### src/hdl/rcv_pkg.sv
// ----------------------------------------------------------------------------
// rcv_pkg: shared types and constants for the 3x3 RGB convolution block
// Holds the register index codes, reset values, and the structs that pass
// between the configuration, scan, neighbourhood and accumulate stages.
// ----------------------------------------------------------------------------
package rcv_pkg;

    localparam int PIX_W   = 24;   // packed RGB, red in bits 7:0
    localparam int CHAN_W  = 8;
    localparam int SIZE_W  = 12;   // frame_width / frame_height registers
    localparam int PROD_W  = 16;   // s8 * u8 fits in 16 signed bits
    localparam int ACC_W   = 20;   // sum of nine products

    localparam logic [PIX_W-1:0]  COEF_TOP_RST = 24'hFFFFFF;
    localparam logic [PIX_W-1:0]  COEF_MID_RST = 24'hFF08FF;
    localparam logic [PIX_W-1:0]  COEF_BOT_RST = 24'hFFFFFF;
    localparam logic [SIZE_W-1:0] WIDTH_RST    = 12'd640;
    localparam logic [SIZE_W-1:0] HEIGHT_RST   = 12'd480;
    localparam logic [SIZE_W-1:0] SIZE_MIN     = 12'd3;

    localparam logic [CHAN_W-1:0] CHAN_MAX     = 8'd255;

    typedef enum logic [2:0] {
        REG_COEF_TOP = 3'd0,
        REG_COEF_MID = 3'd1,
        REG_COEF_BOT = 3'd2,
        REG_WIDTH    = 3'd3,
        REG_HEIGHT   = 3'd4
    } cfg_reg_t;

    // kernel rows, left coefficient in the low byte of each row
    typedef struct packed {
        logic [PIX_W-1:0] bot;
        logic [PIX_W-1:0] mid;
        logic [PIX_W-1:0] top;
    } coef_t;

    // per-pixel flags decided at input time
    typedef struct packed {
        logic produce;
        logic frame_last;
    } tag_t;

    typedef logic [PROD_W-1:0] prod_t;
    typedef prod_t [2:0][8:0]  prod_set_t;   // [channel][3*row + column]

endpackage

### src/hdl/rcv_mac.sv
// ----------------------------------------------------------------------------
// rcv_mac: per-channel sum, clamp and result register
// Adds the nine products of each channel, clamps to 0..255 and holds the
// result until the downstream side takes it.
// ----------------------------------------------------------------------------
module rcv_mac (
    input  logic                         aclk,
    input  logic                         aresetn,
    input  logic                         prod_valid,
    input  rcv_pkg::prod_set_t           prod_set,
    input  logic                         prod_last,
    output logic                         prod_take,
    output logic                         out_valid,
    output logic [rcv_pkg::PIX_W-1:0]    out_pix,
    output logic                         out_last,
    input  logic                         out_ready
);

    logic                        out_valid_reg;
    logic [rcv_pkg::PIX_W-1:0]   out_pix_reg;
    logic [rcv_pkg::PIX_W-1:0]   out_pix_next;
    logic                        out_last_reg;

    assign prod_take = !out_valid_reg || out_ready;

    always_comb begin
        logic signed [rcv_pkg::ACC_W-1:0] acc;
        logic [rcv_pkg::PROD_W-1:0]       p;
        acc = '0;
        p   = '0;
        out_pix_next = '0;
        for (int ch = 0; ch < 3; ch++) begin
            acc = '0;
            for (int j = 0; j < 9; j++) begin
                p   = prod_set[ch][j];
                acc = acc + $signed({{(rcv_pkg::ACC_W-rcv_pkg::PROD_W){p[rcv_pkg::PROD_W-1]}},
                                     p});
            end
            if (acc[rcv_pkg::ACC_W-1]) begin
                out_pix_next[8*ch +: 8] = '0;
            end else if (acc > $signed(rcv_pkg::ACC_W'(rcv_pkg::CHAN_MAX))) begin
                out_pix_next[8*ch +: 8] = rcv_pkg::CHAN_MAX;
            end else begin
                out_pix_next[8*ch +: 8] = acc[7:0];
            end
        end
    end

    always_ff @(posedge aclk) begin
        if (!aresetn) begin
            out_valid_reg <= 1'b0;
        end else if (prod_take) begin
            out_valid_reg <= prod_valid;
        end
    end

    always_ff @(posedge aclk) begin
        if (prod_take && prod_valid) begin
            out_pix_reg  <= out_pix_next;
            out_last_reg <= prod_last;
        end
    end

    assign out_valid = out_valid_reg;
    assign out_pix   = out_pix_reg;
    assign out_last  = out_last_reg;

endmodule

### config.mk
export PLATFORM = sky130hd
export DESIGN_NAME = rcv_mac
export DESIGN_NICKNAME = d
export VERILOG_FILES = /design/src/hdl/rcv_pkg.sv /design/src/hdl/rcv_mac.sv
export SDC_FILE = /design/constraint.sdc
export NUM_CORES = 1
export LEC_CHECK = 0
export ABC_AREA = 1
export BUFFER_PORTS_ARGS = -buffer_cell sky130_fd_sc_hd__buf_4
export CAP_MARGIN = 15
export CORE_ASPECT_RATIO = 1.4
export CORE_MARGIN = 8
export CORE_UTILIZATION = 45
export DETAILED_ROUTE_END_ITERATION = 10
export GPL_TIMING_DRIVEN = 0
export PLACE_DENSITY = 0.79
export SLEW_MARGIN = 0
export SYNTH_ARGS = -nofsm -noshare
export SYNTH_HDL_FRONTEND = slang
export SYNTH_SLANG_ARGS = --single-unit
### constraint.sdc
create_clock -name aclk -period 5.9 [get_ports aclk]
set_clock_uncertainty 0.15 [all_clocks]
set_input_delay 0.59 -clock aclk [delete_from_list [all_inputs] [get_ports aclk]]
set_output_delay 0.59 -clock aclk [all_outputs]
set_load 0.02 [all_outputs]
======== Word level (Yosys, flattened, before mapping) ========
Cells that the tools add are included.
storage, ports and cells
  register bits ........................... 26
  latch bits .............................. 0
  RAM bits ................................ 0
  ROM bits ................................ 0
  input bits .............................. 437
  output and inout bits ................... 27
  logic and storage cells ................. 38
  memories kept ........................... 0
operators by class
  add/subtract/negate cells ............... 24
  $mul .................................... 0
  div/mod/pow operators ................... 0
  order comparisons ....................... 3
  equal/unequal tests ..................... 0
  shift operators ......................... 0
  mux-type cells .......................... 3
  bitwise gates (word level) .............. 0
  reduce and logical (&&, ||, !) cells .... 3
operators with widths
  operator                                                         number
  adder 20 x 16 -> 20 bit                                          12
  adder 19 x 16 -> 20 bit                                          3
  greater-than comparator 20 x 9 -> 1 bit (second input constant)  3
  adder 18 x 16 -> 19 bit                                          3
  adder 17 x 16 -> 18 bit                                          3
  adder 16 x 16 -> 17 bit                                          3
  two-way mux 8 bit                                                3
  logical AND 1 bit                                                1
  logical NOT 1 bit                                                1
  logical OR 1 bit                                                 1

======== Depth between registers and ports, before layout ========
  word-level depth ........................ 10
  gate-level depth with buffers ........... 23
  mapped depth without buffers ............ 23

======== Least setup slack after synthesis ========
Ideal clock, no wire load.
  path kind ............................... input to register
  start ................................... input port prod_set[242] (netlist name)
  end ..................................... register out_pix_reg (netlist bit out_pix[10]), data pin
  library setup time ...................... 259 ps
  arrival time ............................ 4318 ps
  data required time ...................... 5491 ps
  path slack .............................. 1173 ps
  stages on the path ...................... 20
  buffers on the path ..................... 0
  path through ............................ fa_1 fa_1 fa_1 inv_1 fa_1 inv_1 ha_1 fa_1 nand3_1 nand3_2 nand2_1 nand2_1 nand2_1 nand2_1 nand2_1 nand2_1 nor2_2 nand3_4 nor2_2 nor2_1
on the way
  longest elaborated chain between the ends .. 5
RTL lines
  item                                     line           source
  start, declared                          rcv_mac.sv:10  input rcv_pkg::prod_set_t prod_set,
  adder 20 x 16 -> 20 bit * (3 in series)  rcv_mac.sv:36  acc = acc + $signed({{(rcv_pkg::ACC_W-rcv_pkg::PROD_W){p[rcv_pkg::PROD_W-1]}},
  greater-than comparator 20 x 9 -> 1 bit  rcv_mac.sv:41  end else if (acc > $signed(rcv_pkg::ACC_W'(rcv_pkg::CHAN_MAX))) begin
  two-way mux 8 bit                        rcv_mac.sv:41
  end signal, assigned                     rcv_mac.sv:59  out_pix_reg <= out_pix_next;
  end, declared                            rcv_mac.sv:20  logic [rcv_pkg::PIX_W-1:0] out_pix_reg;
Mark *: on every way between the ends. The rest lies on a longest branch, timed or not.
A chain may end at the register's enable or synchronous reset.

======== Worst setup path in the final report ========
  start ................................... input port prod_set[386] (netlist name)
  end ..................................... register out_pix_reg (netlist bit out_pix[17]), data pin
The elaborated chain is that of the path after synthesis.

==> impl_metrics.csv <==
group,metric,value,unit
synthesis,synthesis.nets,2405,
hold_path,hold_depth,1,
floorplanning,initial_core_util,45.2,%
clock_tree,clock_sinks,26,
synthesis,ys_ff_latch,26,
hold_path,hold_class,"in2reg",
critical_path,critPathMaxFanout,8,
synthesis,syn_inst,1563,
floorplanning,die_x,162,um
global_routing,grt_pass1_wl,58800,um
global_routing,grt_start_max_net_pins,16,
clock_tree,cts_buffers,3,
critical_path,crit_type,"in2reg",
synthesis,netlist-cell-type-count,38,
critical_path,worstPathRequired,5.77,ns
critical_path,r2r-start,"out_valid$_SDFFE_PN0N_",
global_routing,grt_pass1_vias,12500,
finish,n_antenna_cell,0,
critical_path,r2r_cells,2,
route,drt_iter0_drc,269,
clock_tree,clk_pin_slew_worst_paths,0.08,ns
clock_tree,insertion_delay,0.26,ns
floorplanning,core-area,0.0297,sq mm
critical_path,cp-start-kind,"input port",
critical_path,r2r_slack,4.23,ns
route,ant_nets,0,
synthesis,synth_ff_type,"edfxtp_1",
synthesis,ys_warn_count,0,
clock_tree,hold_buffers,0,
clock_tree,post_cts_resized,0,
timing,rsz0062_at_grt,"false",
clock_tree,cts_tree,"yes",
floorplanning,io_pins,464,
finish,largest_register_ffs,24,
finish,fillers,2649,
clock_tree,cts_setup_buffers,0,
global_routing,antenna_found_initial,1,
route,wl_per_cell,14.9,um
finish,drive_gt1_share,26.6,%
synthesis,synth_edf_count,25,
finish,layout_common_cells,"inv_1, buf_4, fa_1",
critical_path,rr_endpoint,"out_pix[12]$_SDFFCE_PN0P_",
synthesis,ys_seq_area_share,5.75,%
route,dr.pass1.iters,5,
timing,slew-limit-headroom,44.1,%
timing,report.final.slew_viol_count,0,
finish,final_common_cell,"inv_1",
clock_tree,cts-root-buf,"clkbuf_16",
critical_path,crit_arrival,4.92,ns
floorplanning,num_rows,75,
timing,finalSetupTns,0,ns
global_routing,met3_usage,3.70,%
floorplanning,fp.dieArea,0.0356,sq mm
hold_path,min_to,"out_last$_DFFE_PP_",
placed_design,dp_hpwl,34800,um
run_status,status,"finished, final reports clean",
timing,timing.final.crit_period,5.06,ns
route,dr_total_vias,10900,
clock_tree,cts.path.max_buffers,2,
hold_path,worstHoldStart,"prod_last",
synthesis,synthArstFlopShare,0,%
placed_design,place.gp.congestion,0.926,
global_routing,met2_usage,41.8,%
timing,hold_viol,0,
job,maxCapViolations,0,
global_routing,grt.busiest_layer,"met2",
placed_design,io_buffer_count,463,
global_routing,grt_use_total,20.6,%
finish,area_growth,30.5,%
finish,fin_util,59.0,%
floorplanning,die_y,220,um
route,routed_wl,35900,um
clock_tree,h-tree-depth,1,
route,viasPerCell,4.53,
timing,setup_violations,0,
timing,period_share,85.7,%
global_routing,use_met1,21.4,%
synthesis,avgSynthCellArea,8.57,sq um
route,drc,0,
finish,nets,2874,
timing,fmax,0.198,GHz
synthesis,synth_area,0.0134,sq mm
global_routing,grt.overflow.total,0,
timing,tightest_slew,0.839,ns
critical_path,setup.worst_path.end_class,"flop",
-- per-stage QoR --
| step | hold WS [ns] | instances | setup WS, ns | instance area (sq um) |
|---|---|---|---|---|
| finish | 0.352 | 2416 | 0.841 | 17500 |
| global route | 0.347 | 2416 | 0.570 | 17500 |
| CTS | 0.352 | 2416 | 0.819 | 17500 |
| detailed placement | 0.375 | 2412 | 0.547 | 17400 |
| global placement | 0.355 | 2411 | 0.582 | 17400 |
| floorplan | 0.539 | 1563 | 1.17 | 13400 |
-- routing by layer --
metal	routed length, um	share of wire (%)
met1	12600	35
met2	20500	57
met3	2050	5.7
met4	766	2.1
met5	13	0.036
-- logic make-up after synthesis --
family	after synthesis	share of synthesized area, %
buffers and inverters	602	16.9
AOI/OAI and AO/OA	49	2.18
DFF	26	5.75
xor gates and xnor gates	20	1.59
and+or+nand+nor	461	16.4
adders and majority gates	405	57.1
-- cell usage after synthesis, types with 2 or more instances --
cell | instances | area (sq um)
a21oi_1 | 33 | 165
a21oi_2 | 4 | 35.0
a21oi_4 | 2 | 32.5
and2_1 | 5 | 31.3
edfxtp_1 | 25 | 751
fa_1 | 345 | 6910
ha_1 | 60 | 751
inv_1 | 596 | 2240
inv_2 | 5 | 18.8
nand2_1 | 261 | 980
nand2_2 | 16 | 100
nand2_4 | 4 | 45.0
nand3_1 | 59 | 295
nand3_2 | 8 | 80.1
nand3b_1 | 11 | 82.6
nand4_1 | 14 | 87.6
nor2_1 | 46 | 173
nor2_2 | 15 | 93.8
nor2_4 | 5 | 56.3
nor2_8 | 3 | 60.1
nor3_1 | 6 | 30.0
o21ai_0 | 4 | 20.0
o21ai_1 | 2 | 10.0
o31ai_1 | 2 | 15.0
or2_4 | 2 | 17.5
xnor2_1 | 8 | 70.1
xor2_1 | 10 | 87.6
xor2_4 | 2 | 55.1
-- worst max path at each step --
stage | depth (start not counted) | start | to
floorplan | 20 | prod_set[242] | out_pix[10]$_SDFFCE_PN0P_
global placement | 21 | prod_set[386] | out_pix[17]$_SDFFCE_PN0P_
detailed placement | 21 | prod_set[386] | out_pix[17]$_SDFFCE_PN0P_
CTS | 21 | prod_set[386] | out_pix[17]$_SDFFCE_PN0P_
global route | 21 | prod_set[242] | out_pix[9]$_SDFFCE_PN0P_
finish | 21 | prod_set[386] | out_pix[17]$_SDFFCE_PN0P_
-- cell type report --
class / instances / area (sq um) / area share, %
Clock inverter: 1 / 30.0 / 0.172
Multi-Input combinational cell: 935 / 10400 / 59.3
Buffer: 1 / 11.3 / 0.0644
Inverter: 601 / 2260 / 12.9
Timing Repair Buffer: 464 / 3490 / 20.0
Sequential cell: 26 / 771 / 4.41
Clock buffer: 3 / 75.1 / 0.429
Tap cell: 385 / 482 / 2.76
-- worst max-delay path, stage by stage --
cell	delay [ns]
buf_4	0.11
fa_1	0.60
fa_1	0.46
fa_1	0.57
inv_1	0.06
fa_1	0.47
inv_1	0.05
ha_1	0.23
fa_1	0.48
nand2_1	0.09
nand2_1	0.09
nand3_1	0.09
nand2_1	0.10
nand2_1	0.11
nand3b_1	0.07
nand2_1	0.08
nand3_1	0.12
nor2_4	0.23
nand3_1	0.11
nand2_1	0.13
inv_1	0.05
Power is left out: the tool's default activity adds up to more than one toggle a clock period on the data nets, which glitch-free logic cannot reach.
