### src/hdl/rcv_pkg.sv
// ----------------------------------------------------------------------------
// rcv_pkg: shared types and constants for the 3x3 RGB convolution block
// Holds the register index codes, reset values, and the structs that pass
// between the configuration, scan, neighbourhood and accumulate stages.
// ----------------------------------------------------------------------------
package rcv_pkg;

    localparam int PIX_W   = 24;   // packed RGB, red in bits 7:0
    localparam int CHAN_W  = 8;
    localparam int SIZE_W  = 12;   // frame_width / frame_height registers
    localparam int PROD_W  = 16;   // s8 * u8 fits in 16 signed bits
    localparam int ACC_W   = 20;   // sum of nine products

    localparam logic [PIX_W-1:0]  COEF_TOP_RST = 24'hFFFFFF;
    localparam logic [PIX_W-1:0]  COEF_MID_RST = 24'hFF08FF;
    localparam logic [PIX_W-1:0]  COEF_BOT_RST = 24'hFFFFFF;
    localparam logic [SIZE_W-1:0] WIDTH_RST    = 12'd640;
    localparam logic [SIZE_W-1:0] HEIGHT_RST   = 12'd480;
    localparam logic [SIZE_W-1:0] SIZE_MIN     = 12'd3;

    localparam logic [CHAN_W-1:0] CHAN_MAX     = 8'd255;

    typedef enum logic [2:0] {
        REG_COEF_TOP = 3'd0,
        REG_COEF_MID = 3'd1,
        REG_COEF_BOT = 3'd2,
        REG_WIDTH    = 3'd3,
        REG_HEIGHT   = 3'd4
    } cfg_reg_t;

    // kernel rows, left coefficient in the low byte of each row
    typedef struct packed {
        logic [PIX_W-1:0] bot;
        logic [PIX_W-1:0] mid;
        logic [PIX_W-1:0] top;
    } coef_t;

    // per-pixel flags decided at input time
    typedef struct packed {
        logic produce;
        logic frame_last;
    } tag_t;

    typedef logic [PROD_W-1:0] prod_t;
    typedef prod_t [2:0][8:0]  prod_set_t;   // [channel][3*row + column]

endpackage

### src/hdl/rcv_cfg.sv
// ----------------------------------------------------------------------------
// rcv_cfg: configuration register file
// Holds the kernel rows and frame size; presents the size clamped to the
// range the line stores support.
// ----------------------------------------------------------------------------
module rcv_cfg #(
    parameter int MAX_WIDTH  = 2048,
    parameter int MAX_HEIGHT = 2048
) (
    input  logic                            aclk,
    input  logic                            aresetn,
    input  logic                            cfg_wr_en,
    input  logic [2:0]                      cfg_index,
    input  logic [rcv_pkg::PIX_W-1:0]       cfg_wdata,
    output rcv_pkg::coef_t                  coef,
    output logic [$clog2(MAX_WIDTH):0]      width_eff,
    output logic [$clog2(MAX_HEIGHT):0]     height_eff
);

    localparam int WSW  = $clog2(MAX_WIDTH) + 1;
    localparam int HSW  = $clog2(MAX_HEIGHT) + 1;
    localparam int WCMP = (WSW > rcv_pkg::SIZE_W) ? WSW : rcv_pkg::SIZE_W;
    localparam int HCMP = (HSW > rcv_pkg::SIZE_W) ? HSW : rcv_pkg::SIZE_W;

    rcv_pkg::coef_t                coef_reg;
    logic [rcv_pkg::SIZE_W-1:0]    width_reg;
    logic [rcv_pkg::SIZE_W-1:0]    height_reg;
    logic [WCMP-1:0]               width_wide;
    logic [HCMP-1:0]               height_wide;

    always_ff @(posedge aclk) begin
        if (!aresetn) begin
            coef_reg.top <= rcv_pkg::COEF_TOP_RST;
            coef_reg.mid <= rcv_pkg::COEF_MID_RST;
            coef_reg.bot <= rcv_pkg::COEF_BOT_RST;
            width_reg    <= rcv_pkg::WIDTH_RST;
            height_reg   <= rcv_pkg::HEIGHT_RST;
        end else if (cfg_wr_en) begin
            unique case (cfg_index)
                rcv_pkg::REG_COEF_TOP: coef_reg.top <= cfg_wdata;
                rcv_pkg::REG_COEF_MID: coef_reg.mid <= cfg_wdata;
                rcv_pkg::REG_COEF_BOT: coef_reg.bot <= cfg_wdata;
                rcv_pkg::REG_WIDTH:    width_reg    <= cfg_wdata[rcv_pkg::SIZE_W-1:0];
                rcv_pkg::REG_HEIGHT:   height_reg   <= cfg_wdata[rcv_pkg::SIZE_W-1:0];
                default: ;  // unmapped index: drop the write
            endcase
        end
    end

    // clamp size to 3..MAX
    always_comb begin
        width_wide  = WCMP'(width_reg);
        height_wide = HCMP'(height_reg);
        if (width_reg < rcv_pkg::SIZE_MIN) begin
            width_wide = WCMP'(rcv_pkg::SIZE_MIN);
        end else if (width_wide > WCMP'(MAX_WIDTH)) begin
            width_wide = WCMP'(MAX_WIDTH);
        end
        if (height_reg < rcv_pkg::SIZE_MIN) begin
            height_wide = HCMP'(rcv_pkg::SIZE_MIN);
        end else if (height_wide > HCMP'(MAX_HEIGHT)) begin
            height_wide = HCMP'(MAX_HEIGHT);
        end
    end

    assign coef       = coef_reg;
    assign width_eff  = width_wide[WSW-1:0];
    assign height_eff = height_wide[HSW-1:0];

endmodule

### config.mk
export PLATFORM = sky130hd
export DESIGN_NAME = rcv_cfg
export DESIGN_NICKNAME = d
export VERILOG_FILES = /design/src/hdl/rcv_pkg.sv /design/src/hdl/rcv_cfg.sv
export SDC_FILE = /design/constraint.sdc
export NUM_CORES = 1
export LEC_CHECK = 0
export BUFFER_PORTS_ARGS = -buffer_cell sky130_fd_sc_hd__buf_2
export CAP_MARGIN = 10
export CORE_ASPECT_RATIO = 1.4
export CORE_MARGIN = 4
export CORE_UTILIZATION = 25
export DETAILED_ROUTE_END_ITERATION = 10
export HOLD_SLACK_MARGIN = 0.02
export PLACE_DENSITY = 0.43
export SYNTH_ARGS = -nofsm -noshare
export SYNTH_HDL_FRONTEND = slang
export SYNTH_SLANG_ARGS = --single-unit
### constraint.sdc
create_clock -name aclk -period 3.85 [get_ports aclk]
set_input_delay 0.77 -clock aclk [delete_from_list [all_inputs] [get_ports aclk]]
set_output_delay 0.77 -clock aclk [all_outputs]
set_load 0.02 [all_outputs]
== After elaboration in Yosys (flattened, before gate mapping) ==
Cells that the tools add are included.

* Muxes and demuxes: 4
* Reductions and logical operators: 6
* Magnitude comparators: 4
* Eq/ne operators: 4

{| class="wikitable"
|+ Operators by type and width
! kind !! count
|-
| 2-to-1 mux 12 bit || 4
|-
| > comparator 12 bit, second input constant || 2
|-
| < comparator 12 x 2 -> 1 bit, second input constant || 2
|-
| AND reduction 2 bit || 5
|-
| == test 3 x 2 -> 1 bit, second input constant || 2
|-
| == test 3 x 1 -> 1 bit, second input constant || 1
|-
| == test 3 bit, second input constant || 1
|-
| logical NOT 3 bit || 1
|}

* Output and inout port bits: 96
* Logic and storage cells: 23
* Input bits: 30
* Register bits after elaboration: 96

== Depth between registers and ports, before layout ==
Gate-level depths: netlist of the first run.

* Depth after elaboration: 3
* Depth in mapped cells: 5
* Gate-level depth less buffers: 3

== Worst setup path after synthesis of the first run ==
OpenSTA, ideal clock, no wires.

* Path type: register to output
* Start point: register width_reg[5] (netlist name)
* End point: output width_eff[0]
* Slack: 2.030 ns
* Required time: 3.080 ns
* Arrival: 1.050 ns
* Path buffers: 0
* Stages on the path, launching flop included: 4
* Path through: dfxtp_1 > nor4_1 > nand3_1 > a21oi_1

* Cells in the longest elaborated chain, start to end: 3
* Elaborated cells on any way between the ends: 4
* Those cells by class: order compare: 2; mux: 2

{| class="wikitable"
|+ RTL lines
! what !! RTL line !! source
|-
| from (decl) || rcv_cfg.sv:26 || <nowiki>logic [rcv_pkg::SIZE_W-1:0] width_reg;</nowiki>
|-
| from (signal assigned) || rcv_cfg.sv:36 || <nowiki>width_reg <= rcv_pkg::WIDTH_RST;</nowiki>
|-
| from (signal assigned) || rcv_cfg.sv:43 || <nowiki>rcv_pkg::REG_WIDTH: width_reg <= cfg_wdata[rcv_pkg::SIZE_W-1:0];</nowiki>
|-
| > comparator 12 bit || rcv_cfg.sv:56 || <nowiki>end else if (width_wide > WCMP'(MAX_WIDTH)) begin</nowiki>
|-
| 2-to-1 mux 12 bit || rcv_cfg.sv:56 ||
|-
| 2-to-1 mux 12 bit (*) || rcv_cfg.sv:54 || <nowiki>if (width_reg < rcv_pkg::SIZE_MIN) begin</nowiki>
|-
| to (decl) || rcv_cfg.sv:16 || <nowiki>output logic [$clog2(MAX_WIDTH):0] width_eff,</nowiki>
|}

Every way passes the cells marked *; elsewhere a longest branch is shown, timed or not.

== Worst setup path in the final report of the first run ==
* Start point: register height_reg[6] (netlist name)
* End point: output height_eff[1]

* Cells in the longest elaborated chain, start to end: 3
* Elaborated cells on any way between the ends: 4
* Those cells by class: order compare: 2; mux: 2

{| class="wikitable"
|+ RTL lines
! what !! RTL line !! source
|-
| from (decl) || rcv_cfg.sv:27 || <nowiki>logic [rcv_pkg::SIZE_W-1:0] height_reg;</nowiki>
|-
| from (signal assigned) || rcv_cfg.sv:37 || <nowiki>height_reg <= rcv_pkg::HEIGHT_RST;</nowiki>
|-
| from (signal assigned) || rcv_cfg.sv:44 || <nowiki>rcv_pkg::REG_HEIGHT: height_reg <= cfg_wdata[rcv_pkg::SIZE_W-1:0];</nowiki>
|-
| > comparator 12 bit || rcv_cfg.sv:61 || <nowiki>end else if (height_wide > HCMP'(MAX_HEIGHT)) begin</nowiki>
|-
| 2-to-1 mux 12 bit || rcv_cfg.sv:61 ||
|-
| 2-to-1 mux 12 bit (*) || rcv_cfg.sv:59 || <nowiki>if (height_reg < rcv_pkg::SIZE_MIN) begin</nowiki>
|-
| to (decl) || rcv_cfg.sv:17 || <nowiki>output logic [$clog2(MAX_HEIGHT):0] height_eff</nowiki>
|}

Marked as above.

==> reports/results.ini, run 1 <==
[run_status]
outcome=complete, no violations

[cts]
ctsHoldBuffers=0
clockBufferDepth=2
cts_tree=yes
cts.sinks=96
post_cts_buffers=0
ctsResizeCount=0
insertion_delay_ns=0.33
cts_inserted_buffers=9
root_buffer=clkbuf_16
clk_pin_slew_ns=0.07
htreeDepth=3

[power_and_ir_drop]
leakagePower_nw=2.19
pwr_density_cell_nw_per_um2=473
ir_drop_mv=0.259

[hold_path]
hold_depth=2
worstHoldStart=coef[37]$_SDFFE_PN0P_
hp-class=reg -> reg

[floorplan]
io_pins=126
std_cell_rows=51
core_region_area_um2=14000
initial_core_util_pct=25.7
die_area_um2=16500
die_w_um=110
die_h_um=150

[detailed_routing]
first_pass_iters=4
routed_wl_um=12100
routedWlPerCell_um=16.0
drtIter0Drc=183
vias=3388
wl_met2_um=5870
wl_met1_um=5460
route.met3.wl_um=604
drcViolationCount=0
ant_nets=0
routed.top_layer=met4
vias_per_cell=4.49

[sta]
finClkSkew_ns=0
timing.final.crit_share_pct=59.1
setup_tns_ns=0
finalSetupViolations=0
worstMarginPinSlew_ns=0.878
finalCriticalPeriod_ns=2.28
max-slew-margin-rel_pct=41.2
layout_setup_ws_ns=1.57
rsz0062_at_grt=no
fmax_mhz=439
finalHoldViolations=0
drv_slew=0

[global_routing]
grt_max_degree=82
grt_pass1_vias=3248
antenna_found_initial=0
grt_pass1_wl_um=18600
grt.total_usage_pct=14.9
overflow=0

[synthesis]
yosys_warnings=0
synth_area_um2=3610
syn_area_per_cell_um2=7.86
yosysTopAreaCellShare_pct=53.2
ys_ff_latch=96
synth_common_cells=171 x nand2_1, 96 x dfxtp_1, 93 x nand3_1
synth.most_common_cell=nand2_1
yosys.area.top_type=dfxtp_1
synth_edf_count=0
async_reset_ff_share_pct=0
ys_seq_area_share_pct=53.2
synth_fp_nets=489
ys.flop_type=dfxtp_1
synth_cell_types=24
syn_inst=459
synthTopCellsByArea=dfxtp_1 53%, nand2_1 18%, nand3_1 13%

[finish]
area_growth_syn_to_layout_pct=30.1
final_layout_size_suffix_gt1_share_pct=26.0
largest_reg_flops=72
layout.nets=594
multi_input_area_um2=1540
fill_cells=1561
seq_area_um2=1920
num_antenna_cells=0

[critical_path]
arrival_ns=1.51
r2r-end=height_reg[11]$_SDFFE_PN0P_
worstReg2RegStart=height_reg[11]$_SDFFE_PN0P_
cp-startpoint=height_reg[6]$_SDFFE_PN1P_
crit_chain=nor4_1, nand3_1, o21ai_0, buf_2
cp-endpoint=height_eff[1]
path_class=reg -> out
slowest_delay_ns=0.35
required_ns=3.08
cp_max_fo=3
startpoint_type=flop
reg2reg_slack_ns=2.96
slowest_stage=nor4_1
cp_top_family=simple AND/OR/NAND/NOR gates
worstSetupEndpointType=output pin
cp.depth=4
reg2reg_depth=2
critPathBufInv=1

[placement]
place.port_buffers=125
dp_slack_ns=1.46
hpwl_um=8460
place_congestion=0.747

[flow_run]
maxCapViolCount=0

## tightest hold or removal path: stages (launching register included)
cell and delay [ns]:
dfxtp_1 0.31, nand3_1 0.06, nand2_1 0.04
## final cells by class
type,instances,area share [%]
flip-flops and latches,96,40.9
multi-input cells,323,32.8
repair buffers,130,14.2
clock buffers,11,5.17
well taps,185,4.93
clock inverters,5,1.71
inverters,4,0.320
## power by group
| part | internal [mW] | total (mW) | switching, mW |
|---|---|---|---|
| sequential | 1.02 | 1.04 | 0.0186 |
| combinational | 0.0673 | 0.210 | 0.143 |
| clock | 0.586 | 0.965 | 0.379 |
| total | 1.68 | 2.22 | 0.541 |
## cell families after synthesis
kind of cell	count (synthesis)	share of synthesized area, %
AND/OR/NAND/NOR	297	37.5
multiplexers	2	0.555
flip-flops	96	53.2
AO/OA/AOI/OAI	24	3.88
buffers and inverters	40	4.82
## worst min-delay path by stage
stage,endpoint
floorplan,height_reg[0]$_SDFFE_PN0P_
global placement,coef[37]$_SDFFE_PN0P_
detailed placement,coef[36]$_SDFFE_PN0P_
CTS,coef[36]$_SDFFE_PN0P_
global route,coef[36]$_SDFFE_PN0P_
finish,coef[37]$_SDFFE_PN0P_
## cells in the final DEF, fill, tap and decap left out
cell,Yosys,final
and4bb_1,1,1
nor2b_1,18,18
clkbuf_8,0,1
bufinv_16,0,2
buf_2,7,124
clkinvlp_4,0,2
nor2_1,2,2
inv_1,4,4
buf_4,0,6
mux2i_1,2,2
a21oi_1,2,2
o21ai_0,2,2
nand2_1,171,171
dfxtp_1,96,96
clkinv_2,0,1
nand3_1,93,93
a21boi_1,8,8
clkbuf_1,25,1
and4bb_2,1,1
nor3_1,1,1
o21ai_1,12,12
nor4bb_4,0,1
clkbuf_16,0,9
or4b_1,1,1
nor4_1,3,3
nand4bb_1,3,3
nor4b_4,0,1
nand4b_1,1,1
## per-stage QoR
| stage | util, % | std cells | instance area (µm²) | hold slack [ns] | power (mW) |
|---|---|---|---|---|---|
| finish | 33.4 | 754 | 4690 | 0.452 | 2.22 |
| global route | 33.4 | 754 | 4690 | 0.475 | 2.31 |
| CTS | 33.4 | 754 | 4690 | 0.449 | 2.25 |
| detailed placement | 31.1 | 738 | 4370 | 0.440 | 1.28 |
| global placement | 31.1 | 738 | 4370 | 0.437 | 1.28 |
| floorplan | - | 459 | 3610 | 0.435 | 1.18 |
## routing by layer
layer  up-vias  global-route usage, %
met3         9                   3.30
li1       1701                      -
met2        93                   24.3
met1      1585                   19.5
met4         0                   4.68
met5         -                      0
Note: power is estimated with default switching activity, not from simulation.
==> run 2: changes to the inputs <==
--- a/config.mk
+++ b/config.mk
@@ -5,6 +5,7 @@
 export SDC_FILE = /design/constraint.sdc
 export NUM_CORES = 1
 export LEC_CHECK = 0
+export ABC_AREA = 1
 export BUFFER_PORTS_ARGS = -buffer_cell sky130_fd_sc_hd__buf_2
 export CAP_MARGIN = 10
 export CORE_ASPECT_RATIO = 1.4
@@ -12,7 +13,7 @@
 export CORE_UTILIZATION = 25
 export DETAILED_ROUTE_END_ITERATION = 10
 export HOLD_SLACK_MARGIN = 0.02
-export PLACE_DENSITY = 0.43
+export PLACE_DENSITY = 0.44
 export SYNTH_ARGS = -nofsm -noshare
 export SYNTH_HDL_FRONTEND = slang
 export SYNTH_SLANG_ARGS = --single-unit
==> constraint.sdc (replaced) <==
create_clock -name aclk -period 2 [get_ports aclk]
set_input_delay 0.4 -clock aclk [delete_from_list [all_inputs] [get_ports aclk]]
set_output_delay 0.4 -clock aclk [all_outputs]
set_load 0.02 [all_outputs]
==> run 2 against run 1 <==
Against the previous run:
- register-to-register slack worse by 1.7 ns
- total power up 89%
- wire length down 3.5%
- critical path depth up 3
- hold slack worse by 0.16 ns
- die area up 0.42%
- utilization up 0.64 points
- non-clock buffer count up 5
- cell area up 1.9%
- synthesized cell count up 3.9%
- combinational power up 110%
- critical endpoint is now height_eff[7]
- via count up 2.7%
==> reports/results.ini, run 2 <==
[global_routing]
grt.total_usage_pct=14.2  ; was 14.9%
grt_max_degree=52  ; was 82
antenna_found_initial=0  ; unchanged
grt_pass1_wl_um=17800  ; was 18600 µm
overflow=0  ; unchanged
grt_pass1_vias=3267  ; was 3248

[synthesis]
synth_edf_count=0  ; unchanged
yosys_warnings=0  ; unchanged
ys_seq_area_share_pct=53.0  ; was 53.2%
synth.most_common_cell=nand2_1  ; unchanged
synth_area_um2=3630  ; was 3610 µm²
synthTopCellsByArea=dfxtp_1 53%, nand2_1 15%, o211ai_1 7.0%  ; was dfxtp_1 53%, nand2_1 18%, nand3_1 13%
syn_inst=477  ; was 459
async_reset_ff_share_pct=0  ; unchanged
ys.flop_type=dfxtp_1  ; unchanged
yosysTopAreaCellShare_pct=53.0  ; was 53.2%
synth_cell_types=17  ; was 24
synth_fp_nets=507  ; was 489
synth_common_cells=144 x nand2_1, 96 x dfxtp_1, 56 x nor2_1  ; was 171 x nand2_1, 96 x dfxtp_1, 93 x nand3_1
ys_ff_latch=96  ; unchanged
yosys.area.top_type=dfxtp_1  ; unchanged
syn_area_per_cell_um2=7.60  ; was 7.86 µm²

[sta]
finClkSkew_ns=0  ; unchanged
worstMarginPinSlew_ns=0.546  ; was 0.878 ns
finalSetupViolations=0  ; unchanged
finalHoldViolations=0  ; unchanged
layout_setup_ws_ns=0.0993  ; was 1.57 ns
setup_tns_ns=0  ; unchanged
timing.final.crit_share_pct=95.0
rsz0062_at_grt=yes  ; was no
drv_slew=0  ; unchanged
max-slew-margin-rel_pct=63.6  ; was 41.2%
hold_ws_ns=0.292  ; was 0.452 ns
fmax_mhz=526
finalCriticalPeriod_ns=1.90

[placement]
place.port_buffers=125  ; unchanged
hpwl_um=8640  ; was 8460 µm
dp_slack_ns=0.307  ; was 1.46 ns
place_congestion=0.795  ; was 0.747
placed_cells=770  ; was 738

[critical_path]
cp_max_fo=7  ; was 3
startpoint_type=flop  ; unchanged
worstSetupEndpointType=output pin  ; unchanged
path_class=reg -> out  ; unchanged
arrival_ns=1.50  ; was 1.51 ns
required_ns=1.60  ; was 3.08 ns

[finish]
num_antenna_cells=0  ; unchanged
largest_reg_flops=72  ; unchanged
final_cell_mix=142 x nand2_1, 117 x buf_2, 95 x dfxtp_1  ; was 171 x nand2_1, 124 x buf_2, 96 x dfxtp_1
layout.nets=626  ; was 594
final_common_cell=nand2_1  ; unchanged
area_growth_syn_to_layout_pct=32.0  ; was 30.1%
stdcell_count=786  ; was 754
final_layout_size_suffix_gt1_share_pct=28.0  ; was 26.0%

[cts]
clk_pin_slew_ns=0.07  ; about the same
root_buffer=clkbuf_16  ; unchanged
cts.sinks=96  ; unchanged
post_cts_buffers=0  ; unchanged
cts_inserted_buffers=9  ; unchanged
cts_tree=yes  ; unchanged
clockBufferDepth=2  ; unchanged
insertion_delay_ns=0.33  ; about the same
htreeDepth=3  ; unchanged

[floorplan]
die_h_um=150  ; about the same
die_area_um2=16500  ; about the same
die_w_um=110  ; about the same
io_pins=126  ; unchanged
initial_core_util_pct=25.8  ; was 25.7%
std_cell_rows=51  ; unchanged
core_region_area_um2=14000  ; unchanged

[power_and_ir_drop]
power.total_mw=4.19  ; was 2.22 mW
pwr_density_cell_nw_per_um2=876  ; was 473 nW/µm²
ir_drop_mv=0.327  ; was 0.259 mV
leakagePower_nw=2.34  ; was 2.19 nW

[hold_path]
hp-class=in -> reg  ; was reg -> reg

[detailed_routing]
vias=3478  ; was 3388
vias_per_cell=4.42  ; was 4.49
drcViolationCount=0  ; unchanged
first_pass_iters=4  ; unchanged
routed_wl_um=11700  ; was 12100 µm
ant_nets=0  ; unchanged
routedWlPerCell_um=14.8  ; was 16.0 µm
drtIter0Drc=164  ; was 183

[run_status]
outcome=complete, no violations  ; unchanged

[flow_run]
maxCapViolCount=0  ; unchanged

[run 2: cell type report]
class / instances / area (µm²)
sequential: 96 / 1920
clock inverter: 5 / 56.3
timing repair buffer: 135 / 733
clock buffer: 11 / 243
tap: 185 / 231
inverter: 42 / 163
multi-input combinational: 312 / 1440
fill: 1524 / 9250
[run 2: logic make-up (layout without fill, tap and decap cells)]
logic type	count (synthesis)	after routing	synth area share, %
AO/OA/AOI/OAI	67	67	11.6
buffers and inverters	69	193	7.83
flip-flops	96	96	53.0
AND/OR/NAND/NOR	245	245	27.6
[run 2: power by group]
group / switching, mW / internal (mW) / leakage (nW)
combinational: 0.293 / 0.142 / 1.41
sequential: 0.0387 / 1.98 / 0.783
clock: 0.737 / 1.00 / 0.145
[run 2: worst paths after layout]
kind / startpoint / endpoint / slack (ns) / cells after the start
max: height_reg[1]$_SDFFE_PN0P_ / height_eff[7] / 0.1 / 7
min: cfg_wdata[15] / coef[15]$_SDFFE_PN1P_ / 0.29 / 3
min reg2reg: coef[15]$_SDFFE_PN1P_ / coef[15]$_SDFFE_PN1P_ / 0.47 / 2
max reg2reg: height_reg[11]$_SDFFE_PN0P_ / height_reg[11]$_SDFFE_PN0P_ / 1.29 / 2
[run 2: worst max-delay path, stage by stage, from the launching register on]
cell and delay [ns]:
dfxtp_2 0.33, or2_2 0.29, nor2_1 0.10, nand2_1 0.06, nand2_2 0.08, inv_4 0.06
nor2_1 0.09, buf_4 0.14
[run 2: timing repair]
| item | CTS | global route |
|---|---|---|
| hold buffers | 0 | 0 |
| endpoints found under the setup margin | 16 | 16 |
| resized for setup | 2 | 17 |
[run 2: layer usage]
metal  GRT usage (%)  vias to the layer above  wire length [µm]  share of wire, %
li1                -                     1758                 -                 -
met1            18.5                     1594              5370                46
met2            22.6                      119              5290                45
met3            4.12                        7               873               7.5
met4            4.12                        0               114              0.98
met5               0                        -                 0                 0
[run 2: metrics by stage]
step / util (%) / instance area [µm²]
3_5_place_dp: 31.7 / 4440
3_3_place_gp: 31.7 / 4440
2_1_floorplan: - / 3630
5_1_grt: 34.1 / 4780
6_report: 34.1 / 4780
4_1_cts: 33.8 / 4740
