===== src/hdl/rcv_pkg.sv =====
// ----------------------------------------------------------------------------
// rcv_pkg: shared types and constants for the 3x3 RGB convolution block
// Holds the register index codes, reset values, and the structs that pass
// between the configuration, scan, neighbourhood and accumulate stages.
// ----------------------------------------------------------------------------
package rcv_pkg;

    localparam int PIX_W   = 24;   // packed RGB, red in bits 7:0
    localparam int CHAN_W  = 8;
    localparam int SIZE_W  = 12;   // frame_width / frame_height registers
    localparam int PROD_W  = 16;   // s8 * u8 fits in 16 signed bits
    localparam int ACC_W   = 20;   // sum of nine products

    localparam logic [PIX_W-1:0]  COEF_TOP_RST = 24'hFFFFFF;
    localparam logic [PIX_W-1:0]  COEF_MID_RST = 24'hFF08FF;
    localparam logic [PIX_W-1:0]  COEF_BOT_RST = 24'hFFFFFF;
    localparam logic [SIZE_W-1:0] WIDTH_RST    = 12'd640;
    localparam logic [SIZE_W-1:0] HEIGHT_RST   = 12'd480;
    localparam logic [SIZE_W-1:0] SIZE_MIN     = 12'd3;

    localparam logic [CHAN_W-1:0] CHAN_MAX     = 8'd255;

    typedef enum logic [2:0] {
        REG_COEF_TOP = 3'd0,
        REG_COEF_MID = 3'd1,
        REG_COEF_BOT = 3'd2,
        REG_WIDTH    = 3'd3,
        REG_HEIGHT   = 3'd4
    } cfg_reg_t;

    // kernel rows, left coefficient in the low byte of each row
    typedef struct packed {
        logic [PIX_W-1:0] bot;
        logic [PIX_W-1:0] mid;
        logic [PIX_W-1:0] top;
    } coef_t;

    // per-pixel flags decided at input time
    typedef struct packed {
        logic produce;
        logic frame_last;
    } tag_t;

    typedef logic [PROD_W-1:0] prod_t;
    typedef prod_t [2:0][8:0]  prod_set_t;   // [channel][3*row + column]

endpackage


===== src/hdl/rcv_scan.sv =====
// ----------------------------------------------------------------------------
// rcv_scan: raster position counters
// Tracks column and row of the next pixel and flags whether it completes a
// window and whether it closes the frame.
// ----------------------------------------------------------------------------
module rcv_scan #(
    parameter int MAX_WIDTH  = 2048,
    parameter int MAX_HEIGHT = 2048
) (
    input  logic                            aclk,
    input  logic                            aresetn,
    input  logic                            advance,
    input  logic [$clog2(MAX_WIDTH):0]      width_eff,
    input  logic [$clog2(MAX_HEIGHT):0]     height_eff,
    output logic [$clog2(MAX_WIDTH)-1:0]    col,
    output rcv_pkg::tag_t                   tag
);

    localparam int CW = $clog2(MAX_WIDTH);
    localparam int RW = $clog2(MAX_HEIGHT);

    logic [CW-1:0] col_reg;
    logic [RW-1:0] row_reg;
    logic          row_end;
    logic          frame_last;

    assign row_end    = ({1'b0, col_reg} + (CW+1)'(1)) >= width_eff;
    assign frame_last = row_end && (({1'b0, row_reg} + (RW+1)'(1)) >= height_eff);

    always_ff @(posedge aclk) begin
        if (!aresetn) begin
            col_reg <= '0;
            row_reg <= '0;
        end else if (advance) begin
            if (row_end) begin
                col_reg <= '0;
                row_reg <= frame_last ? '0 : row_reg + RW'(1);
            end else begin
                col_reg <= col_reg + CW'(1);
            end
        end
    end

    assign col            = col_reg;
    assign tag.produce    = (col_reg >= CW'(2)) && (row_reg >= RW'(2));
    assign tag.frame_last = frame_last;

endmodule


===== config.mk =====
export PLATFORM = sky130hd
export DESIGN_NAME = rcv_scan
export DESIGN_NICKNAME = d
export VERILOG_FILES = /design/src/hdl/rcv_pkg.sv /design/src/hdl/rcv_scan.sv
export SDC_FILE = /design/constraint.sdc
export NUM_CORES = 1
export LEC_CHECK = 0
export BUFFER_PORTS_ARGS = -buffer_cell sky130_fd_sc_hd__buf_4
export CAP_MARGIN = 20
export CORE_MARGIN = 1.5
export CORE_UTILIZATION = 50
export CTS_CLUSTER_DIAMETER = 40
export DETAILED_ROUTE_END_ITERATION = 16
export GPL_ROUTABILITY_DRIVEN = 0
export PLACE_DENSITY = 0.84
export SLEW_MARGIN = 20
export SYNTH_ARGS = -nofsm -noshare
export SYNTH_HDL_FRONTEND = slang
export SYNTH_SLANG_ARGS = --single-unit

===== constraint.sdc =====
create_clock -name aclk -period 8.4 [get_ports aclk]
set_input_delay 0.84 -clock aclk [delete_from_list [all_inputs] [get_ports aclk]]
set_output_delay 0.84 -clock aclk [all_outputs]
set_load 0.1 [all_outputs]

# Word-level counts from Yosys, hierarchy flattened
# Cells that the tools add are included.
totals:
  reg_bits: 22
  in_bits: 27
  out_inout_bits: 13
  word_cells: 15
op_classes:
  add_sub_neg: 4
  n_lt_le_gt_ge: 4
  mux: 2
  n_reduce_logical: 3
op_table:
  columns: ["operator", "count"]
  rows:
  - ["adder 11 x 1 -> 12 bit, second input constant", 2]
  - [">= comparator 12 bit", 2]
  - ["adder 11 x 1 -> 11 bit, second input constant", 2]
  - [">= comparator 11 x 2 -> 1 bit, second input constant", 2]
  - ["2-to-1 mux 11 bit", 2]
  - ["logical AND 1 bit", 2]
  - ["AND reduction 2 bit", 1]

# Logic depth before layout (Yosys ltp)
# Gate-level depths: netlist of the first run.
logic_depth:
  ltp_word: 4
  mapped_depth: 13
  depth_no_buf: 11

# Worst setup path before layout of the first run
# No wires, ideal clock.
synth_timing:
  path_type: "register -> output"
  from: "register col_reg[0], in the netlist col[0]"
  to: "output tag[0] (netlist name)"
  t_arrival_ns: 3.164
  required_ns: 7.560
  slack_ns: 4.396
  path_stages_with_launch: 12
  path_buffers: 2
  cell_sequence: "dfxtp_1 -> and3_1 -> and3_1 -> clkbuf_1 -> nand3_1 -> xnor2_1 -> ha_1 -> and4_1 -> nor2b_1 -> nor3_1 -> a21oi_1 -> buf_4"
synth_between:
  elab_chain_cells: 3
synth_rtl:
  columns: ["item", "line", "source"]
  rows:
  - ["start, declared", "rcv_scan.sv:22", "logic [CW-1:0] col_reg;"]
  - ["start signal, assigned", "rcv_scan.sv:39", "col_reg <= col_reg + CW'(1);"]
  - ["adder 11 x 1 -> 12 bit", "rcv_scan.sv:27", "assign row_end = ({1'b0, col_reg} + (CW+1)'(1)) >= width_eff;"]
  - [">= comparator 12 bit", "rcv_scan.sv:27", null]
  - ["logical AND 1 bit", "rcv_scan.sv:28", "assign frame_last = row_end && (({1'b0, row_reg} + (RW+1)'(1)) >= height_eff);"]
  - ["end, declared", "rcv_scan.sv:16", "output rcv_pkg::tag_t tag"]
# Every way passes these cells.

==> results of run 1 <==
metal layers:
| layer | part of all wire (%) | GRT usage, % |
|---|---|---|
| met2 | 48 | 34.0 |
| met4 | 0.45 | 4.52 |
| met1 | 47 | 25.5 |
| met5 | 0 | 0 |
| met3 | 4.9 | 2.08 |
worst register-to-register path: stages, from the launching register on:
cell and delay (ns):
dfxtp_1 0.42, ha_1 0.26, nand3_1 0.21, or3_1 0.49, inv_1 0.08, nand3_1 0.12
xnor2_1 0.16, ha_1 0.29, and4_1 0.23, a221oi_4 0.50, and3_1 0.49, a22o_1 0.21
worst max-delay path by stage:
| stage | startpoint | to | depth (start not counted) |
|---|---|---|---|
| floorplan | col[0] | tag[0] | 11 |
| global placement | row_reg[1] | tag[0] | 11 |
| detailed placement | row_reg[1] | tag[0] | 11 |
| CTS | row_reg[1] | tag[0] | 11 |
| global route | row_reg[1] | tag[0] | 11 |
| finish | row_reg[1] | tag[0] | 11 |
power groups by stage:
stage / combinational, uW / clock, uW / sequential [uW]
after floorplan: 17.7 / 0 / 117
after global placement: 39.4 / 0 / 110
after detailed placement: 40.5 / 0 / 110
after CTS: 40.7 / 65.6 / 107
after global routing: 45.1 / 70.9 / 108
final: 40.2 / 65.1 / 107
cells in the mapped netlist (all sizes together), types with 6 or more instances:
cell type  instances
xnor2             13
a31o               6
dfxtp             22
ha                28
clkbuf             9
nor2              20
nand3             13
and3              10
inv               30
a22o               9
a21oi              6
xor2              15
nand2             13
logic make-up (layout without fill, tap and decap cells):
family,Yosys count,in the layout,share of synthesized area (%)
xor+xnor,28,28,12.8
mux,2,2,1.11
fa+ha+maj,28,28,18.3
buf+inv,42,73,8.87
flops,22,22,22.9
simple gates,76,76,19.9
compound gates,38,38,16.2
stage by stage:
step	utilization, %	instances	cell area, um^2	hold WS, ns	power (uW)
after detailed placement	60.7	312	2220	0.551	150
after CTS	61.8	315	2260	0.561	213
after floorplan	-	236	1920	0.510	135
final	61.8	315	2260	0.563	213
after global routing	61.8	315	2260	0.596	223
after global placement	60.7	312	2220	0.544	149
final cells by class:
cell class,instances,area [um^2]
flip-flops and latches,22,440
multi-input cells,172,1310
clock buffers,3,41.3
well taps,48,60.1
repair buffers,40,300
inverters,30,113
fillers,344,1400
==> flow_summary.yaml, run 1 <==
clock_tree:
  ctsResizeCount: 0
  cts_sinks: 22
  ctsHtreeMaxLevel: 1
  cts_setup_buffers: 0
  clkLatencyLatePin_ns: 0.26
  root_buffer: "clkbuf_8"
  cts_tree: "done"
  cts_buffers: 3
  cts_hold_buffers: 0
  clkTransAtPathRegs_ns: 0.08
  cts.path.max_buffers: 2
critical_path:
  cp.arrival_ns: 3.36
  ff2ff_setup_slack_ns: 4.89
  crit_family: "simple AND/OR/NAND/NOR gates"
  slowest_delay_ns: 0.50
  path_cells: "ha_1 > nand3_1 > or3_1 > inv_1 > nand3_1 > xnor2_1 > ha_1 > and4_1 > a221oi_4 > a21oi_1 > buf_4"
  path_max_fanout: 10
  worst_path_max_delay_cell: "a221oi_4"
  cp-end-kind: "output pin"
  worst-path-buf-inv: 2
  r2r_start: "row_reg[1]"
  worstSetupPathType: "register to output pin"
  r2r_cells: 11
  crit_required_ns: 7.56
  start_kind: "register"
  r2r-end: "row_reg[8]"
synthesis:
  synth_top_cells_by_area: "dfxtp_1, ha_1, xor2_1, xnor2_1, inv_1"
  synth_edf_count: 0
  ys_async_sr_fraction_pct: 0
  synthCells: 236
  synth_seq_cells: 22
  syn_avg_cell_area_um2: 8.13
  synth_top_cell_by_area: "dfxtp_1"
  synth_flop_cell: "dfxtp_1"
  synth_top_area_share_pct: 22.9
  ys_types: 34
  ys_warn_count: 0
  synth_fp_nets: 291
  seq_area_frac_synth_pct: 22.9
  netlist_area_mm2: 0.00192
pwr:
  cell_internal_pwr_uw: 155
  p_leak_uw: 0.00123
  ir_worst_vdd_mv: 0.104
  switching_share_pct: 26.9
  power_frac_comb_pct: 18.9
  seq_power_share_pct: 50.4
  p_per_area_mw_per_mm2: 93.9
  power_frac_clock_pct: 30.6
  p_switching_uw: 57.2
detailed_routing:
  route.detailed.drc: 0
  wl_um: 3810
  via_per_inst: 5.46
  drt-pass1-iter-count: 5
  drt_iter0_drc: 81
  vias: 1720
  ant_nets: 0
  wl_per_cell_um: 12.1
grt:
  grt_pass1_vias: 1563
  track_usage_pct: 19.4
  grt_max_degree: 13
  grt_overflow_total: 0
  grt_pass1_wl_um: 6650
  antenna_found_initial: 0
die:
  die_x_um: 65.0
  core_area_mm2: 0.00366
  die_h_um: 65.0
  start_util_pct: 52.4
  dieArea_mm2: 0.00422
  rows: 22
  ioPinCount: 40
layout:
  nets: 324
  final_cell_mix: "buf_4, inv_1, ha_1"
  drive_gt1_share_pct: 19.1
  num_antenna_cells: 0
  final_common_cell: "buf_4"
  syn_to_final_growth_pct: 17.9
place:
  pre_cts_slack_ns: 4.53
  hpwl_um: 2990
  port_buffers: 39
timing:
  final-setup-viol-count: 0
  clock-skew-final_ns: 0.00430
  relSlewSlack_pct: 67.6
  finalSetupTns_ns: 0
  period_needed_ns: 4.20
  tightest_slew_ns: 0.486
  rsz0062_at_grt: "false"
  drv_slew: 0
  timing.fmax_mhz: 238
  hold_violations: 0
  period_share_pct: 49.9
  fin_ws_ns: 4.20
hold_path:
  holdPathStages: 1
  hp-start: "row_reg[2]"
  hold_path.class: "register to register"
  hold-path-endpoint: "row_reg[2]"
run:
  maxCapViolCount: 0
status:
  status: "finished clean"
Note: power is estimated with default switching activity, not from simulation.
==> run 2: changes to the inputs <==
Settings changed: ABC_AREA set to 1.
Clock period 8.4 ns to 4.15 ns, I/O delays scaled along.
==> run 2 against run 1 <==
Power rose to 2.7 times the previous value. Sequential share of layout area down 0.89 points. Synthesized area rose by 4.4%. Combinational power grew to 4.3 times the previous value. Final area rose by 4.8%. First-iteration DRC count up 90%. Wire length grew 14%. Clock-buffer cell count increased by 1. Clock skew increased by 0.00087 ns. Critical endpoint unchanged. Largest cell class unchanged.
==> flow_summary.yaml, run 2 <==
synthesis:
  synth_top_area_share_pct: 22.0
  ys_async_sr_fraction_pct: 0
  synth_fp_nets: 355
  ys_types: 27
  ys_warn_count: 0
  netlist_area_mm2: 0.00200
  syn_avg_cell_area_um2: 6.68
  synthCells: 300
  synth_top_cell_by_area: "dfxtp_1"
  yosysMostFrequentCell: "nand2_1"
  synth_seq_cells: 22
  synth_top_cells_by_area: "dfxtp_1, ha_1, nand2_1, inv_1, xor2_1"
  synth_edf_count: 0
  netlist_top_cells_count: "nand2_1, inv_1, ha_1"
  synth_flop_cell: "dfxtp_1"
  seq_area_frac_synth_pct: 22.0
grt:
  grt.met2_usage_pct: 41.6
  grt_max_degree: 18
  track_usage_pct: 22.9
  busiest_layer: "met2"
  grt_pass1_vias: 1885
  met1_usage_pct: 26.3
  grt_overflow_total: 0
  use_met3_pct: 3.75
  grt_pass1_wl_um: 7800
  antenna_found_initial: 0
layout:
  syn_to_final_growth_pct: 18.4
  stdcell_count: 384
  num_antenna_cells: 0
  final_area_mm2: 0.00237
  nets: 392
  final_common_cell: "nand2_1"
  final_cell_mix: "nand2_1, inv_1, buf_4"
  finish.utilization_pct: 63.4
  drive_gt1_share_pct: 17.3
pwr:
  seq_power_share_pct: 40.6
  p_leak_uw: 0.00131
  p_per_area_mw_per_mm2: 239
  power_frac_clock_pct: 28.5
  switching_share_pct: 36.4
  power_frac_comb_pct: 30.8
  p_switching_uw: 206
  cell_internal_pwr_uw: 360
  ir_worst_vdd_mv: 0.118
die:
  die_x_um: 66.3
  start_util_pct: 53.5
  dieArea_mm2: 0.00440
  ioPinCount: 40
  rows: 22
  die_h_um: 66.3
  core_area_mm2: 0.00374
critical_path:
  cpMostUsedCell: "nand2_1"
  crit_required_ns: 3.73
  worst-path-buf-inv: 2
  worstSetupPathType: "register to output pin"
  crit_family: "simple AND/OR/NAND/NOR gates"
  cp.arrival_ns: 2.81
  cp-end-kind: "output pin"
  path_cells: "ha_1 > nand3_1 > nor2_2 > nand3_1 > xor2_1 > ha_1 > nand2_1 > nor2_1 > nand2_1 > nor2_1 > nand2_1 > nand2_2 > o21ai_0 > inv_1 > buf_4"
  path_max_fanout: 7
  slowest_delay_ns: 0.44
  start_kind: "register"
  worst_path_max_delay_cell: "dfxtp_1"
place:
  port_buffers: 39
  placed_cells: 380
  hpwl_um: 3590
  placed_area_mm2: 0.00232
timing:
  relSlewSlack_pct: 70.2
  timing.fmax_mhz: 310
  tightest_slew_ns: 0.447
  drv_slew: 0
  period_needed_ns: 3.23
  hold_violations: 0
  final-setup-viol-count: 0
  clock-skew-final_ns: 0.00517
  finalSetupTns_ns: 0
  rsz0062_at_grt: "false"
  period_share_pct: 77.8
detailed_routing:
  drt_iter0_drc: 154
  vias: 1941
  route.detailed.drc: 0
  wl_um: 4330
  wl_per_cell_um: 11.3
  via_per_inst: 5.05
  drt-pass1-iter-count: 4
  ant_nets: 0
clock_tree:
  cts_hold_buffers: 0
  clkTransAtPathRegs_ns: 0.08
  cts_tree: "done"
  cts_sinks: 22
  clkLatencyLatePin_ns: 0.27
  cts_buffers: 3
  cts_setup_buffers: 0
  ctsResizeCount: 0
  root_buffer: "clkbuf_8"
  ctsHtreeMaxLevel: 1
  cts.path.max_buffers: 2
status:
  status: "finished clean"
run:
  maxCapViolCount: 0
hold_path:
  hold_path.class: "primary input to register"
[run 2: cell count changes in the layout (fill, tap and decap cells not counted), moves of 10 or more]
| cell | before | now |
|---|---|---|
| o21ai_0 | 1 | 11 |
| xnor2_1 | 13 | 1 |
| and3_1 | 10 | 0 |
| inv_1 | 30 | 59 |
| nand2_1 | 13 | 69 |
[run 2: path summary, 6_finish.rpt]
kind / start / endpoint / slack, ns / cells after the start
min: aresetn / row_reg[0] / 0.46 / 3
max reg2reg: col[1] / col[9] / 1.10 / 15
max: col[1] / tag[0] / 0.92 / 15
min reg2reg: row_reg[3] / row_reg[3] / 0.51 / 2
[run 2: kinds of logic (layout without fill, tap and decap cells)]
kind of cell,count (synthesis),in the layout,synth area share (%)
AOI/OAI and AO/OA,34,34,8.61
xor gates and xnor gates,14,14,6.87
adders and majority gates,28,28,17.5
buffers and inverters,66,102,13.0
DFF,22,22,22.0
and+or+nand+nor,136,136,32.0
[run 2: cell type report]
class	instances	area, um^2
flip-flops and latches	22	440
multi-input cells	212	1300
repair buffers	39	293
fillers	367	1370
inverters	59	221
well taps	48	60.1
clock buffers	4	55.1
[run 2: tightest hold or removal path, cell delays in order]
cell and delay (ns):
buf_4 0.17, nand2_1 0.08, a21oi_1 0.03
[run 2: power groups by stage]
stage	Sequential (uW)	Combinational [uW]	Clock [uW]
after floorplan	287	74.0	0
after global routing	231	195	175
after detailed placement	235	175	0
after global placement	234	171	0
after CTS	230	175	162
final	230	174	162
[run 2: layer usage]
layer	part of all wire (%)	vias to the layer above	wire length, um
li1	-	1018	-
met1	44	852	1910
met2	49	64	2110
met3	5.7	7	247
met4	1.4	0	61
met5	0	-	0
[run 2: stage by stage]
| stage | worst slack, ns | total power [uW] | hold WS [ns] |
|---|---|---|---|
| floorplan | 0.602 | 361 | 0.466 |
| detailed placement | 1.17 | 410 | 0.491 |
| finish | 0.923 | 566 | 0.463 |
| CTS | 0.931 | 567 | 0.465 |
| global route | 0.590 | 601 | 0.476 |
| global placement | 1.31 | 405 | 0.490 |
==> run 3: changes to the inputs <==
Settings changed: ABC_AREA 1 to 0, PLACE_DENSITY 0.84 to 0.87.
Clock period 4.15 ns to 2.65 ns, I/O delays scaled along.
==> run 3 against run 2 <==
The flow now finishes with violations (negative setup slack). Critical endpoint unchanged. Largest power group unchanged. Critical path depth down 4. Sequential cell count unchanged. Clock power is 66% higher. Die area down 4.1%.
==> flow_summary.yaml, run 3 (same netlist as run 1, synthesis figures left out) <==
critical_path:
  start_kind: "register"
  r2r-end: "row_reg[4]"
  worst_path_max_delay_cell: "dfxtp_4"
  cp-end-kind: "output pin"
  path_max_fanout: 3
  startpoint: "row_reg[0]"
  worst-path-buf-inv: 2
  r2r_start: "row_reg[0]"
  crit_family: "compound AO/OA/AOI/OAI gates"
  ff2ff_setup_slack_ns: -0.33
  cp.arrival_ns: 2.75
  path_cells: "ha_4 > nand3_4 > or3_4 > buf_4 > xnor2_1 > ha_1 > a21o_1 > a21o_1 > a221oi_4 > a21oi_2 > buf_8"
  crit_required_ns: 2.38
  slowest_delay_ns: 0.37
  worstSetupPathType: "register to output pin"
  r2r_cells: 14
  cpMostUsedCell: "a21o_1"
status:
  status: "finished, violations left"
  violations: "negative setup slack"
layout:
  num_antenna_cells: 0
  syn_to_final_growth_pct: 65.3
  final_cell_mix: "buf_4, inv_1, ha_1"
  nets: 385
  final_area_mm2: 0.00317
  final_common_cell: "buf_4"
  drive_gt1_share_pct: 55.0
  fill_cells: 171
timing:
  fin_ws_ns: -0.367
  rsz0062_at_grt: "true"
  clock-skew-final_ns: 0.0180
  period_needed_ns: 3.02
  finalSetupTns_ns: -4.20
  hold_slack_ns: 0.291
  hold_violations: 0
  timing.fmax_mhz: 331
  drv_slew: 0
  period_share_pct: 114
  tightest_slew_ns: 0.646
  final-setup-viol-count: 23
  relSlewSlack_pct: 56.6
die:
  start_util_pct: 52.4
  core_area_mm2: 0.00366
  dieArea_mm2: 0.00422
  die_h_um: 65.0
  ioPinCount: 40
  rows: 22
  die_x_um: 65.0
hold_path:
  hp-start: "advance"
  hold_path.class: "primary input to register"
  hold-path-endpoint: "col[1]"
  holdPathStages: 2
detailed_routing:
  via_per_inst: 6.14
  wl_per_cell_um: 20.7
  wl_um: 7820
  vias: 2314
  route.detailed.drc: 0
  drt_iter0_drc: 234
  drt-pass1-iter-count: 6
  ant_nets: 0
grt:
  grt_overflow_total: 0
  track_usage_pct: 29.2
  antenna_found_initial: 0
  grt_max_degree: 13
  grt_pass1_vias: 2136
  grt_pass1_wl_um: 9610
pwr:
  ir_worst_vdd_mv: 0.406
  p_leak_uw: 0.00159
  p_per_area_mw_per_mm2: 245
  fin_total_pwr_uw: 778
clock_tree:
  cts_sinks: 22
  cts_tree: "done"
  ctsHtreeMaxLevel: 1
  clkTransAtPathRegs_ns: 0.08
  cts.path.max_buffers: 2
  cts_hold_buffers: 0
  root_buffer: "clkbuf_8"
  cts_buffers: 3
  clkLatencyLatePin_ns: 0.29
run:
  maxCapViolCount: 0
place:
  port_buffers: 39
  pre_cts_slack_ns: -0.197
  placed_area_mm2: 0.00268
  hpwl_um: 3800
==> run 3: cell types whose count changed in the layout (fill, tap and decap cells not counted), sizes merged, moves of 11 or more <==
cell | previous run | this run
and3 | 0 | 11
nand2 | 72 | 13
o21ai | 18 | 1
xnor2 | 2 | 13
buf | 39 | 100
inv | 59 | 30
==> run 3: stage by stage <==
| stage | util, % | instances |
|---|---|---|
| finish | 86.7 | 377 |
| detailed placement | 73.3 | 361 |
| CTS | 79.1 | 369 |
| floorplan | - | 236 |
| global placement | 73.3 | 361 |
| global route | 86.7 | 377 |
==> run 3: metal layers <==
layer	part of all wire [%]	GRT usage (%)	vias up
met5	0	0	-
met4	5.5	12.5	0
met3	7.7	5.73	47
met2	49	51.9	169
met1	38	33.7	1091
li1	-	-	1007
==> run 3: final cells by class <==
cell class / instances / area (um^2) / area share (%)
Tap cell: 48 / 60.1 / 1.89
Clock buffer: 4 / 55.1 / 1.74
Sequential cell: 22 / 489 / 15.4
Multi-Input combinational cell: 173 / 1660 / 52.2
Inverter: 30 / 115 / 3.63
Timing Repair Buffer: 100 / 797 / 25.1
==> run 3: worst max-delay path by stage <==
stage                       to  cells after the start  slack, ns
CTS                     tag[0]                     11      -0.21
global route            tag[0]                     11      -0.41
detailed placement  row_reg[0]                     12      -0.20
global placement    row_reg[0]                     12       -0.1
floorplan           row_reg[0]                     13      -0.43
finish                  tag[0]                     11      -0.37
==> run 3: timing repair <==
item,CTS,global route
gates cloned,1,0
resized for setup,35,45
buffers inserted,4,9
setup endpoints to repair,22,22
pin swaps,19,19
endpoints found under the hold margin,0,0
==> run 3: worst register-to-register path, cell delays in order (launching register included) <==
cell	delay [ns]
dfxtp_4	0.37
ha_4	0.16
nand3_4	0.10
or3_4	0.36
buf_4	0.16
xnor2_1	0.14
ha_1	0.20
a21o_1	0.18
a21o_1	0.23
a221oi_4	0.30
buf_4	0.17
buf_6	0.12
buf_8	0.13
a31o_2	0.15
a22o_1	0.13
==> run 3: power by group <==
group | switching, uW | total, uW | internal (uW)
Clock | 135 | 269 | 134
Sequential | 4.64 | 330 | 325
Combinational | 99.0 | 180 | 80.5
Total | 239 | 778 | 539
